--- config.mk ---
export PLATFORM = sky130hd
export DESIGN_NAME = kmtr_queue
export DESIGN_NICKNAME = d
export VERILOG_FILES = /design/src/rtl/core/assert_macros.svh /design/src/rtl/core/kmtr_pkg.sv /design/src/rtl/core/kmtr_queue.sv
export SDC_FILE = /design/constraint.sdc
export NUM_CORES = 1
export LEC_CHECK = 0
export BUFFER_PORTS_ARGS = -buffer_cell sky130_fd_sc_hd__buf_2
export CAP_MARGIN = 20
export CORE_MARGIN = 2
export CORE_UTILIZATION = 55
export CTS_CLUSTER_SIZE = 20
export DETAILED_ROUTE_END_ITERATION = 10
export PLACE_DENSITY = 0.85
export SETUP_SLACK_MARGIN = 0.05
export SLEW_MARGIN = 20
export SYNTH_ARGS = -nofsm -noshare
export SYNTH_HDL_FRONTEND = slang
export SYNTH_SLANG_ARGS = --single-unit
--- constraint.sdc ---
create_clock -name clk -period 1.9 [get_ports clk]
set_clock_uncertainty 0.15 [all_clocks]
set_input_delay 0.19 -clock clk [delete_from_list [all_inputs] [get_ports clk]]
set_output_delay 0.19 -clock clk [all_outputs]
set_load 0.03 [all_outputs]
--- src/rtl/core/assert_macros.svh ---
// Assertion macros used by the top-level file to check this block.
`ifndef ASSERT_MACROS_SVH
`define ASSERT_MACROS_SVH

// The condition must never be true while out of reset.
`define KMTR_ASSERT_NEVER(lbl, clk, rstn, cond) \
    lbl: assert property (@(posedge clk) disable iff (!rstn) !(cond)) \
        else $error("forbidden condition seen");

// Whenever ante holds, cons must hold in the same cycle.
`define KMTR_ASSERT_IMPLY(lbl, clk, rstn, ante, cons) \
    lbl: assert property (@(posedge clk) disable iff (!rstn) (ante) |-> (cons)) \
        else $error("implication violated");

`endif

--- src/rtl/core/kmtr_pkg.sv ---
package kmtr_pkg;

    localparam int MAX_KMER_DEF      = 8;
    localparam int POSITION_BITS_DEF = 32;
    localparam int QUEUE_DEPTH       = 4;
    // Must be a power of two.
    localparam int REPORT_DEPTH      = 4;

    localparam logic [3:0]  KMER_LENGTH_RST = 4'd6;
    localparam logic [15:0] MIN_REPEAT_RST  = 16'd0;
    localparam logic [31:0] START_POS_RST   = 32'd0;

    localparam logic [15:0] INITIAL_COPIES = 16'd2;
    localparam logic [15:0] COUNT_MAX      = 16'hFFFF;

    typedef enum logic [1:0] {
        REG_KMER_LENGTH = 2'd0,
        REG_MIN_REPEAT  = 2'd1,
        REG_START_POS   = 2'd2
    } reg_index_t;

    typedef struct packed {
        logic [1:0] base_code;
        logic       end_of_sequence;
    } base_item_t;

    typedef struct packed {
        logic [15:0] motif_index;
        logic [31:0] repeat_start;
        logic [15:0] repeat_count;
        logic [18:0] repeat_bases;
        logic [31:0] gap_bases;
        logic        first_for_motif;
        logic        last_report;
    } report_item_t;

    typedef struct packed {
        logic clearing;
        logic wbuf_collide;
    } back_status_t;

endpackage

--- src/rtl/core/kmtr_queue.sv ---
module kmtr_queue
    import kmtr_pkg::*;
#(
    parameter int WIDTH = 8,
    parameter int DEPTH = QUEUE_DEPTH
)
(
    input  logic             clk,
    input  logic             rst_n,
    input  logic             push,
    input  logic [WIDTH-1:0] push_data,
    input  logic             pop,
    output logic [WIDTH-1:0] head_data,
    output logic             full,
    output logic             empty
);

    localparam int PW = (DEPTH > 1) ? $clog2(DEPTH) : 1;
    localparam int CW = $clog2(DEPTH + 1);

    logic [WIDTH-1:0] slot_reg [DEPTH];
    logic [PW-1:0]    head_reg, head_next;
    logic [PW-1:0]    tail_reg, tail_next;
    logic [CW-1:0]    count_reg, count_next;

    assign full      = (count_reg == CW'(DEPTH));
    assign empty     = (count_reg == '0);
    assign head_data = slot_reg[head_reg];

    always_comb
    begin
        head_next  = head_reg;
        tail_next  = tail_reg;
        count_next = count_reg;
        if (push)
        begin
            tail_next = (tail_reg == PW'(DEPTH - 1)) ? '0 : PW'(tail_reg + 1'b1);
        end
        if (pop)
        begin
            head_next = (head_reg == PW'(DEPTH - 1)) ? '0 : PW'(head_reg + 1'b1);
        end
        if (push && !pop)
        begin
            count_next = CW'(count_reg + 1'b1);
        end
        else if (pop && !push)
        begin
            count_next = CW'(count_reg - 1'b1);
        end
    end

    always_ff @(posedge clk)
    begin
        if (push)
        begin
            slot_reg[tail_reg] <= push_data;
        end
    end

    always_ff @(posedge clk or negedge rst_n)
    begin
        if (!rst_n)
        begin
            head_reg  <= '0;
            tail_reg  <= '0;
            count_reg <= '0;
        end
        else
        begin
            head_reg  <= head_next;
            tail_reg  <= tail_next;
            count_reg <= count_next;
        end
    end

endmodule

==> flow_metrics.tcl <==
set metrics [dict create \
    largest_register_ffs 32 \
    antenna_found_initial 0 \
    synth_cells 79 \
    grt_max_degree 13 \
    max_clock_freq_ghz 0.523 \
    finalMaxSlewViolations 0 \
    track_usage_pct 19.1 \
    syn_area_sq_um 1570 \
    leakagePower_uw 0.000742 \
    ys_ff_latch 39 \
    cts_tree "yes" \
    async_reset_ff_share_pct 17.9 \
    die_x_um 57.4 \
    cts_root_buf "clkbuf_4" \
    ant_nets 0 \
    path_common_cell "buf_6" \
    numPortBuffers 21 \
    end_kind "primary output" \
    drc_errors 0 \
    ys_seq_area_share_pct 72.4 \
    setup_slack_ps -11.0 \
    status "complete, but fails checks" \
    die_area_sq_um 3300 \
    path_clk_slew_ps 110 \
    area_growth_pct 23.4 \
    dr.first_iter.drc_count 20 \
    start_util_pct 57.4 \
    wl_per_cell_um 17.8 \
    cts_buffer_depth 2 \
    cp-start-kind "register" \
    utilization_pct 70.9 \
    cp_slowest_cell "mux4_2" \
    hold_viol_final 0 \
    critPathTopFamily "multiplexers" \
    cp.arrival_ps 1570 \
    first_pass_iters 4 \
    drt-vias-per-instance 5.46 \
    finalWirelength_mm 2.69 \
    antennaDiodeCount 0 \
    path_class "register to primary output" \
    mostFrequentLayoutCell "edfxtp_1" \
    gr-total-overflow 0 \
    crit_chain "buf_6, mux4_2, buf_6" \
    htree_levels 2 \
    yosys_warnings 0 \
    cp.required_ps 1560 \
    busiest_layer "met2" \
    grt_pass1_wl_mm 4.32 \
    syn-num-nets 98 \
    finalSetupViolations 3 \
    rr_startpoint "tail_reg[1]" \
    cts_buffers 5 \
    power.density_nw_per_um2 1470 \
    synth_flop_cell "edfxtp_1" \
    slew_headroom_pct 70.0 \
    total_power_uw 2840 \
    hold_start "push" \
    io_pins 22 \
    synth_edf_count 32 \
    rsz0062_at_grt "true" \
    final_cell_mix "edfxtp_1, buf_2, dlygate4sd3_1" \
    final_nets 138 \
    final_min_period_over_clock_period_pct 101 \
    fp.dieH_um 57.4 \
    violations "negative setup slack" \
    met3_usage_pct 4.76 \
    dp_hpwl_mm 1.84 \
    vias 825 \
    syn-mean-instance-area_sq_um 19.9 \
    ys_types 18 \
    drv_cap 0 \
    finalCriticalPeriod_ps 1910 \
    routabilityCongestion 0.685 \
    hold_path.class "primary input to register" \
    crit_path_start "head_reg[0]" \
    clock_latency_ps 340 \
    grt_pass1_vias 914 \
    numClockSinks 39 \
    met2_usage_pct 33.4 \
    ir_worst_vdd_mv 1.13 \
    grtUsageMet1_pct 21.0 \
    cp_max_fo 6 \
    worst_pin_slew_ps 449 \
    cp_num_buf_inv 2 \
    core_area_sq_um 2730 \
    final_layout_size_suffix_gt1_share_pct 34.2 \
    rows 19 \
    cpPeakStageDelay_ps 510 \
]
final cells by class:
type                            count  area (sq um)
Sequential cell                    39          1140
Fill cell                         173           796
Multi-Input combinational cell     33           399
Timing Repair Buffer               35           295
Clock buffer                        6          41.3
Tap cell                           31          38.8
Inverter                            5          18.8
Clock inverter                      2          8.76
metrics by stage:
step	hold WS (ps)	area, sq um	setup TNS [ps]	setup WS, ps	instances
2_1_floorplan	-256	1570	0	400	79
3_3_place_gp	-121	1710	0	326	131
3_5_place_dp	-114	1710	0	215	131
4_1_cts	29.3	1940	-86.8	-27.4	151
5_1_grt	69.4	1940	-353	-60.5	151
6_report	47.6	1940	-23.2	-11.0	151
cell usage after synthesis (2+ instances only):
library cell / n / area, sq um
edfxtp_1: 32 / 961
mux4_2: 8 / 180
dfrtp_1: 7 / 175
ha_1: 6 / 75.1
inv_1: 5 / 18.8
and2_1: 4 / 25.0
mux2_2: 3 / 33.8
nor2_1: 2 / 7.51
o21ai_0: 2 / 10.0
xor2_1: 2 / 17.5
tightest hold or removal path: stages:
cell and delay [ps]:
buf_2 140, nand3_1 80, o21ai_0 90
per-layer routing:
metal,vias to the layer above,wire length [um]
met5,-,0
met4,0,72
met3,8,116
met2,27,1440
met1,408,1060
li1,382,-
final timing paths:
check | endpoint | slack, ps | cells past startpoint
hold / removal | tail_reg[0] | 50 | 3
setup / recovery | head_data[6] | -10 | 3
min in group asynchronous | head_reg[0] | 60 | 2
hold reg to reg | count_reg[2] | 390 | 1
setup reg to reg | slot_reg[1][7] | 270 | 3
max in group asynchronous | tail_reg[0] | 1370 | 2
repair_timing:
action                                  4_1_cts  5_1_grt
resized for setup                            18        0
hold endpoints to repair                     43        0
buffers inserted                              1        0
hold buffers                                 11        0
endpoints found under the setup margin        8        8
cells by family after synthesis:
kind of cell	after synthesis	share of synthesized area, %
AO/OA/AOI/OAI	2	0.637
XOR/XNOR	3	1.67
adder cells (fa/ha/maj)	7	6.06
buffers and inverters	7	2.23
flip-flops	39	72.4
multiplexers	11	13.6
AND/OR/NAND/NOR	10	3.43
power breakdown:
part | switching [uW] | leakage (uW) | internal, uW
Combinational | 606 | 0.000335 | 584
Sequential | 137 | 0.000377 | 1120
Clock | 252 | 0.0000297 | 139
(Power assumes the default switching activity.)
