--- src/rtl/core/assert_macros.svh ---
// Assertion macros used by the top-level file to check this block.
`ifndef ASSERT_MACROS_SVH
`define ASSERT_MACROS_SVH

// The condition must never be true while out of reset.
`define KMTR_ASSERT_NEVER(lbl, clk, rstn, cond) \
    lbl: assert property (@(posedge clk) disable iff (!rstn) !(cond)) \
        else $error("forbidden condition seen");

// Whenever ante holds, cons must hold in the same cycle.
`define KMTR_ASSERT_IMPLY(lbl, clk, rstn, ante, cons) \
    lbl: assert property (@(posedge clk) disable iff (!rstn) (ante) |-> (cons)) \
        else $error("implication violated");

`endif

--- src/rtl/core/kmtr_pkg.sv ---
package kmtr_pkg;

    localparam int MAX_KMER_DEF      = 8;
    localparam int POSITION_BITS_DEF = 32;
    localparam int QUEUE_DEPTH       = 4;
    // Must be a power of two.
    localparam int REPORT_DEPTH      = 4;

    localparam logic [3:0]  KMER_LENGTH_RST = 4'd6;
    localparam logic [15:0] MIN_REPEAT_RST  = 16'd0;
    localparam logic [31:0] START_POS_RST   = 32'd0;

    localparam logic [15:0] INITIAL_COPIES = 16'd2;
    localparam logic [15:0] COUNT_MAX      = 16'hFFFF;

    typedef enum logic [1:0] {
        REG_KMER_LENGTH = 2'd0,
        REG_MIN_REPEAT  = 2'd1,
        REG_START_POS   = 2'd2
    } reg_index_t;

    typedef struct packed {
        logic [1:0] base_code;
        logic       end_of_sequence;
    } base_item_t;

    typedef struct packed {
        logic [15:0] motif_index;
        logic [31:0] repeat_start;
        logic [15:0] repeat_count;
        logic [18:0] repeat_bases;
        logic [31:0] gap_bases;
        logic        first_for_motif;
        logic        last_report;
    } report_item_t;

    typedef struct packed {
        logic clearing;
        logic wbuf_collide;
    } back_status_t;

endpackage

--- src/rtl/core/kmtr_front.sv ---
module kmtr_front
    import kmtr_pkg::*;
#(
    parameter int MAX_KMER      = MAX_KMER_DEF,
    parameter int POSITION_BITS = POSITION_BITS_DEF,
    localparam int CMD_W = 2 * MAX_KMER + POSITION_BITS + $clog2(MAX_KMER + 1) + 2
)
(
    input  logic              clk,
    input  logic              rst_n,
    input  logic [3:0]        kmer_length,
    input  logic [31:0]       start_position,
    input  base_item_t        item,
    input  logic              accept,
    output logic [CMD_W-1:0]  cmd
);

    localparam int WB = 2 * MAX_KMER;
    localparam int KW = $clog2(MAX_KMER + 1);
    localparam int PB = POSITION_BITS;

    typedef struct packed {
        logic [WB-1:0] idx;
        logic [PB-1:0] pos;
        logic [KW-1:0] k;
        logic          scan;
        logic          eos;
    } cmd_t;

    logic [WB-1:0] window_reg, window_next;
    logic [31:0]   bases_seen_reg, bases_seen_next;
    logic [KW-1:0] k_eff;
    logic [WB+1:0] window_cat;
    logic [WB-1:0] window_shift;
    logic [WB-1:0] kmer_mask;
    logic [31:0]   k_minus_one;
    logic [33:0]   pos_sum;
    cmd_t          c;

    always_comb
    begin
        if (kmer_length == 4'd0)
        begin
            k_eff = KW'(1);
        end
        else if (kmer_length > 4'(MAX_KMER))
        begin
            k_eff = KW'(MAX_KMER);
        end
        else
        begin
            k_eff = kmer_length[KW-1:0];
        end
    end

    always_comb
    begin
        for (int i = 0; i < MAX_KMER; i++)
        begin
            kmer_mask[2*i +: 2] = {2{(i < int'(k_eff))}};
        end
    end

    assign window_cat   = {window_reg, item.base_code};
    assign window_shift = window_cat[WB-1:0];
    assign k_minus_one  = 32'(k_eff) - 32'd1;
    // The k-mer ending on this base starts k-1 bases earlier.
    assign pos_sum      = 34'(start_position) + 34'(bases_seen_reg) - 34'(k_minus_one);

    always_comb
    begin
        c.idx  = window_shift & kmer_mask;
        c.pos  = PB'(pos_sum);
        c.k    = k_eff;
        c.scan = (bases_seen_reg >= k_minus_one);
        c.eos  = item.end_of_sequence;
    end

    assign cmd = c;

    always_comb
    begin
        window_next     = window_reg;
        bases_seen_next = bases_seen_reg;
        if (accept)
        begin
            if (item.end_of_sequence)
            begin
                window_next     = '0;
                bases_seen_next = '0;
            end
            else
            begin
                window_next = window_shift;
                if (bases_seen_reg != 32'hFFFF_FFFF)
                begin
                    bases_seen_next = bases_seen_reg + 32'd1;
                end
            end
        end
    end

    always_ff @(posedge clk or negedge rst_n)
    begin
        if (!rst_n)
        begin
            window_reg     <= '0;
            bases_seen_reg <= '0;
        end
        else
        begin
            window_reg     <= window_next;
            bases_seen_reg <= bases_seen_next;
        end
    end

endmodule

--- config.mk ---
export PLATFORM = sky130hd
export DESIGN_NAME = kmtr_front
export DESIGN_NICKNAME = d
export VERILOG_FILES = /design/src/rtl/core/assert_macros.svh /design/src/rtl/core/kmtr_pkg.sv /design/src/rtl/core/kmtr_front.sv
export SDC_FILE = /design/constraint.sdc
export NUM_CORES = 1
export LEC_CHECK = 0
export BUFFER_PORTS_ARGS = -buffer_cell sky130_fd_sc_hd__buf_2
export CAP_MARGIN = 15
export CORE_UTILIZATION = 59
export CTS_BUF_LIST = sky130_fd_sc_hd__clkbuf_8 sky130_fd_sc_hd__clkbuf_16
export CTS_CLUSTER_DIAMETER = 100
export DETAILED_ROUTE_END_ITERATION = 12
export PLACE_DENSITY = 0.89
export SLEW_MARGIN = 10
export SYNTH_ARGS = -nofsm -noshare
export SYNTH_HDL_FRONTEND = slang
export SYNTH_SLANG_ARGS = --single-unit
--- constraint.sdc ---
create_clock -name clk -period 16.45 [get_ports clk]
set_input_delay 3.29 -clock clk [delete_from_list [all_inputs] [get_ports clk]]
set_output_delay 3.29 -clock clk [all_outputs]
set_load 0.05 [all_outputs]
==> metrics.yaml <==
run_status:
  run_status: "finished, final reports clean"
worst_setup_path:
  startpoint_type: "input port"
  worstPathRequired_ps: 13160
  r2r_slack_ps: 13700
  path_class: "in2out"
  worstPathArrival_ps: 7460
  worstSetupEndpointType: "primary output"
  crit_fanout: 7
floorplanning:
  rows: 35
  die_x_um: 101
  io_pins: 96
  die_area_um2: 10300
  start_util_pct: 61.8
  core_area_um2: 9420
  die_h_um: 101
clocking:
  clkTransAtPathRegs_ps: 80
  clock-sinks: 46
  cts_max_level: 2
  postCtsSetupBuffers: 0
  cts_resized: 0
  clkLatencyLatePin_ps: 300
  cts_hold_buf: 0
  numCtsBuffers: 5
  root_buffer: "clkbuf_8"
  clock_path_buffers: 2
  tritoncts: "yes"
logic_synthesis:
  syn_inst: 732
  syn_area_per_cell_um2: 7.95
  yosysWarnings: 0
  netlist-cell-type-count: 62
  yosysSeqAreaShare_pct: 19.8
  synth-main-ff-cell: "dfrtp_1"
  synth_area_um2: 5820
  synth_seq_cells: 46
  synthArstFlopShare_pct: 100
  synth_edf_count: 0
pwr:
  p_sw_mw: 0.281
  combPwrFrac_pct: 63.1
  power_density_nw_per_um2: 79.1
  p_sw_share_pct: 53.3
  internal_power_mw: 0.246
  power_frac_seq_pct: 23.4
  vdd_drop_max_mv: 0.0643
  cellLeakagePower_nw: 3.61
  clkPwrFrac_pct: 13.6
  power_mw: 0.526
global_route:
  grt_pass1_wl_um: 21800
  grt_overflow: 0
  grt_pass1_vias: 4890
  grt_max_degree: 47
  antenna_found_initial: 0
  grt.total_usage_pct: 26.6
drt:
  vias: 5428
  first_iter_violations: 287
  drtPass1Iterations: 5
  drc: 0
  wirelength_um: 13200
  routed_via_density: 5.47
  ant_nets: 0
  wl_per_cell_um: 13.3
placed_design:
  port_buffers: 95
  place.gp.congestion: 0.886
  dp_hpwl_um: 10500
  dpl_worst_slack_ps: 5750
  placed_area_um2: 6540
sta:
  drv_slew: 0
  finalCritPeriodShare_pct: 65.3
  max_freq_mhz: 93.1
  rsz0062_at_grt: "false"
  fin_setup_tns_ps: 0
  fin_ws_ps: 5700
  min_period_ps: 10750
  final-setup-viol-count: 0
  slew_headroom_pct: 54.4
  worstMarginPinSlew_ps: 683
  final-hold-violation-count: 0
  finalClockSkew_ps: 7.88
layout:
  antenna_cells: 0
  postLayoutCellArea_um2: 6650
  largest_register_ffs: 32
  final_util_pct: 70.6
  drive_gt1_share_pct: 14.1
  final_nets: 1003
  area_growth_pct: 14.3
hold_path:
  hold_class: "reg2reg"
flow_run:
  cap_violations: 0
[cell usage in the layout (no fill, tap or decap), types with 6 or more instances in the layout]
| cell | count |
|---|---|
| or3_1 | 6 |
| a31oi_1 | 7 |
| nand4_1 | 17 |
| inv_1 | 132 |
| a21o_1 | 21 |
| fa_1 | 30 |
| nor2b_1 | 10 |
| and2_1 | 7 |
| o21ai_0 | 52 |
| xor2_1 | 13 |
| nand3_1 | 13 |
| xnor2_1 | 29 |
| a21oi_1 | 57 |
| nor2_1 | 42 |
| nand2_1 | 53 |
| dfrtp_1 | 46 |
| buf_2 | 95 |
| nand3b_1 | 10 |
| clkbuf_8 | 6 |
| nor3_1 | 9 |
| o31ai_1 | 12 |
| ha_1 | 68 |
| conb_1 | 55 |
[final cells by class]
type | instances | area, um^2
Clock buffer | 6 | 82.6
Clock inverter | 2 | 8.76
Multi-Input combinational cell | 583 | 4260
Sequential cell | 46 | 1150
Tap cell | 129 | 161
Timing Repair Buffer | 96 | 495
Inverter | 131 | 492
Fill cell | 756 | 2770
[power by group through the flow]
stage / Sequential, mW / Clock [mW] / Combinational, mW
floorplan: 0.124 / 0 / 0.261
global placement: 0.125 / 0 / 0.323
detailed placement: 0.125 / 0 / 0.330
CTS: 0.123 / 0.0715 / 0.331
global route: 0.124 / 0.0761 / 0.358
finish: 0.123 / 0.0714 / 0.332
[cells by family (layout without fill, tap and decap cells)]
family	Yosys count	count (layout)	synth area share (%)
adders and majority gates	98	98	24.9
xor gates and xnor gates	42	42	6.32
muxes	2	2	0.387
and+or+nand+nor	196	196	17.9
AOI/OAI and AO/OA	190	190	20.1
buffers and inverters	156	235	10.5
DFF	46	46	19.8
other	2	55	0.129
[stage by stage]
step	cells	hold WS, ps
2_1_floorplan	785	441
3_3_place_gp	984	468
3_5_place_dp	984	490
4_1_cts	992	503
5_1_grt	993	527
6_report	993	491
[synth_stat cells, types with 2 or more instances]
master,number,area [um^2]
nand2_1,53,199
nand3b_1,10,75.1
a22o_1,3,26.3
dfrtp_1,46,1150
o41ai_1,3,26.3
and3_1,5,31.3
o2111ai_1,3,26.3
buf_6,2,22.5
nor3_2,2,20.0
nor3_1,9,45.0
ha_1,68,851
conb_1,2,7.51
nor2b_1,10,62.6
a21boi_0,3,22.5
o21bai_1,5,37.5
mux2_2,2,22.5
nand4_1,17,106
or3_1,6,37.5
a211oi_1,3,22.5
inv_1,131,492
clkbuf_1,20,75.1
o211ai_1,5,37.5
nand2b_1,5,31.3
a21o_1,21,158
a21oi_1,57,285
xor2_1,13,114
and4_1,2,17.5
nor2_1,42,158
nand3_1,13,65.1
xnor2_1,29,254
buf_4,2,15.0
o21a_1,5,37.5
o31ai_1,12,90.1
o22ai_1,2,12.5
fa_1,30,601
a31oi_1,7,43.8
o21ai_0,52,260
or2_2,2,12.5
and2_1,7,43.8
[worst max-delay path: stages]
cell,delay (ps)
buf_2,130
nor2_1,100
nor2_1,40
or2_2,310
ha_1,350
fa_1,520
inv_1,60
fa_1,470
nor2b_1,190
o211ai_1,130
a21oi_1,290
nor2_1,130
o21ai_0,400
a31oi_1,270
o41ai_1,340
xor2_1,170
buf_2,270
[routing by layer]
metal | wire length [um] | GRT usage (%) | part of all wire (%) | vias to the layer above
met5 | 0 | 0 | 0 | -
met4 | 216 | 7.02 | 1.6 | 0
met3 | 577 | 2.69 | 4.4 | 23
met2 | 6370 | 45.7 | 48 | 176
met1 | 6030 | 36.0 | 46 | 2541
li1 | - | - | - | 2688
[path summary, 6_finish.rpt]
kind / startpoint / to / depth (start not counted)
max: kmer_length[2] / cmd[34] / 17
min reg2reg: window_reg[13]$_DFFE_PN0P_ / window_reg[13]$_DFFE_PN0P_ / 2
max in group asynchronous: rst_n / bases_seen_reg[27]$_DFFE_PN0P_ / 2
max reg2reg: bases_seen_reg[16]$_DFFE_PN0P_ / bases_seen_reg[4]$_DFFE_PN0P_ / 8
min: window_reg[13]$_DFFE_PN0P_ / window_reg[13]$_DFFE_PN0P_ / 2
min in group asynchronous: rst_n / bases_seen_reg[16]$_DFFE_PN0P_ / 1
Note: power is estimated with default switching activity, not from simulation.
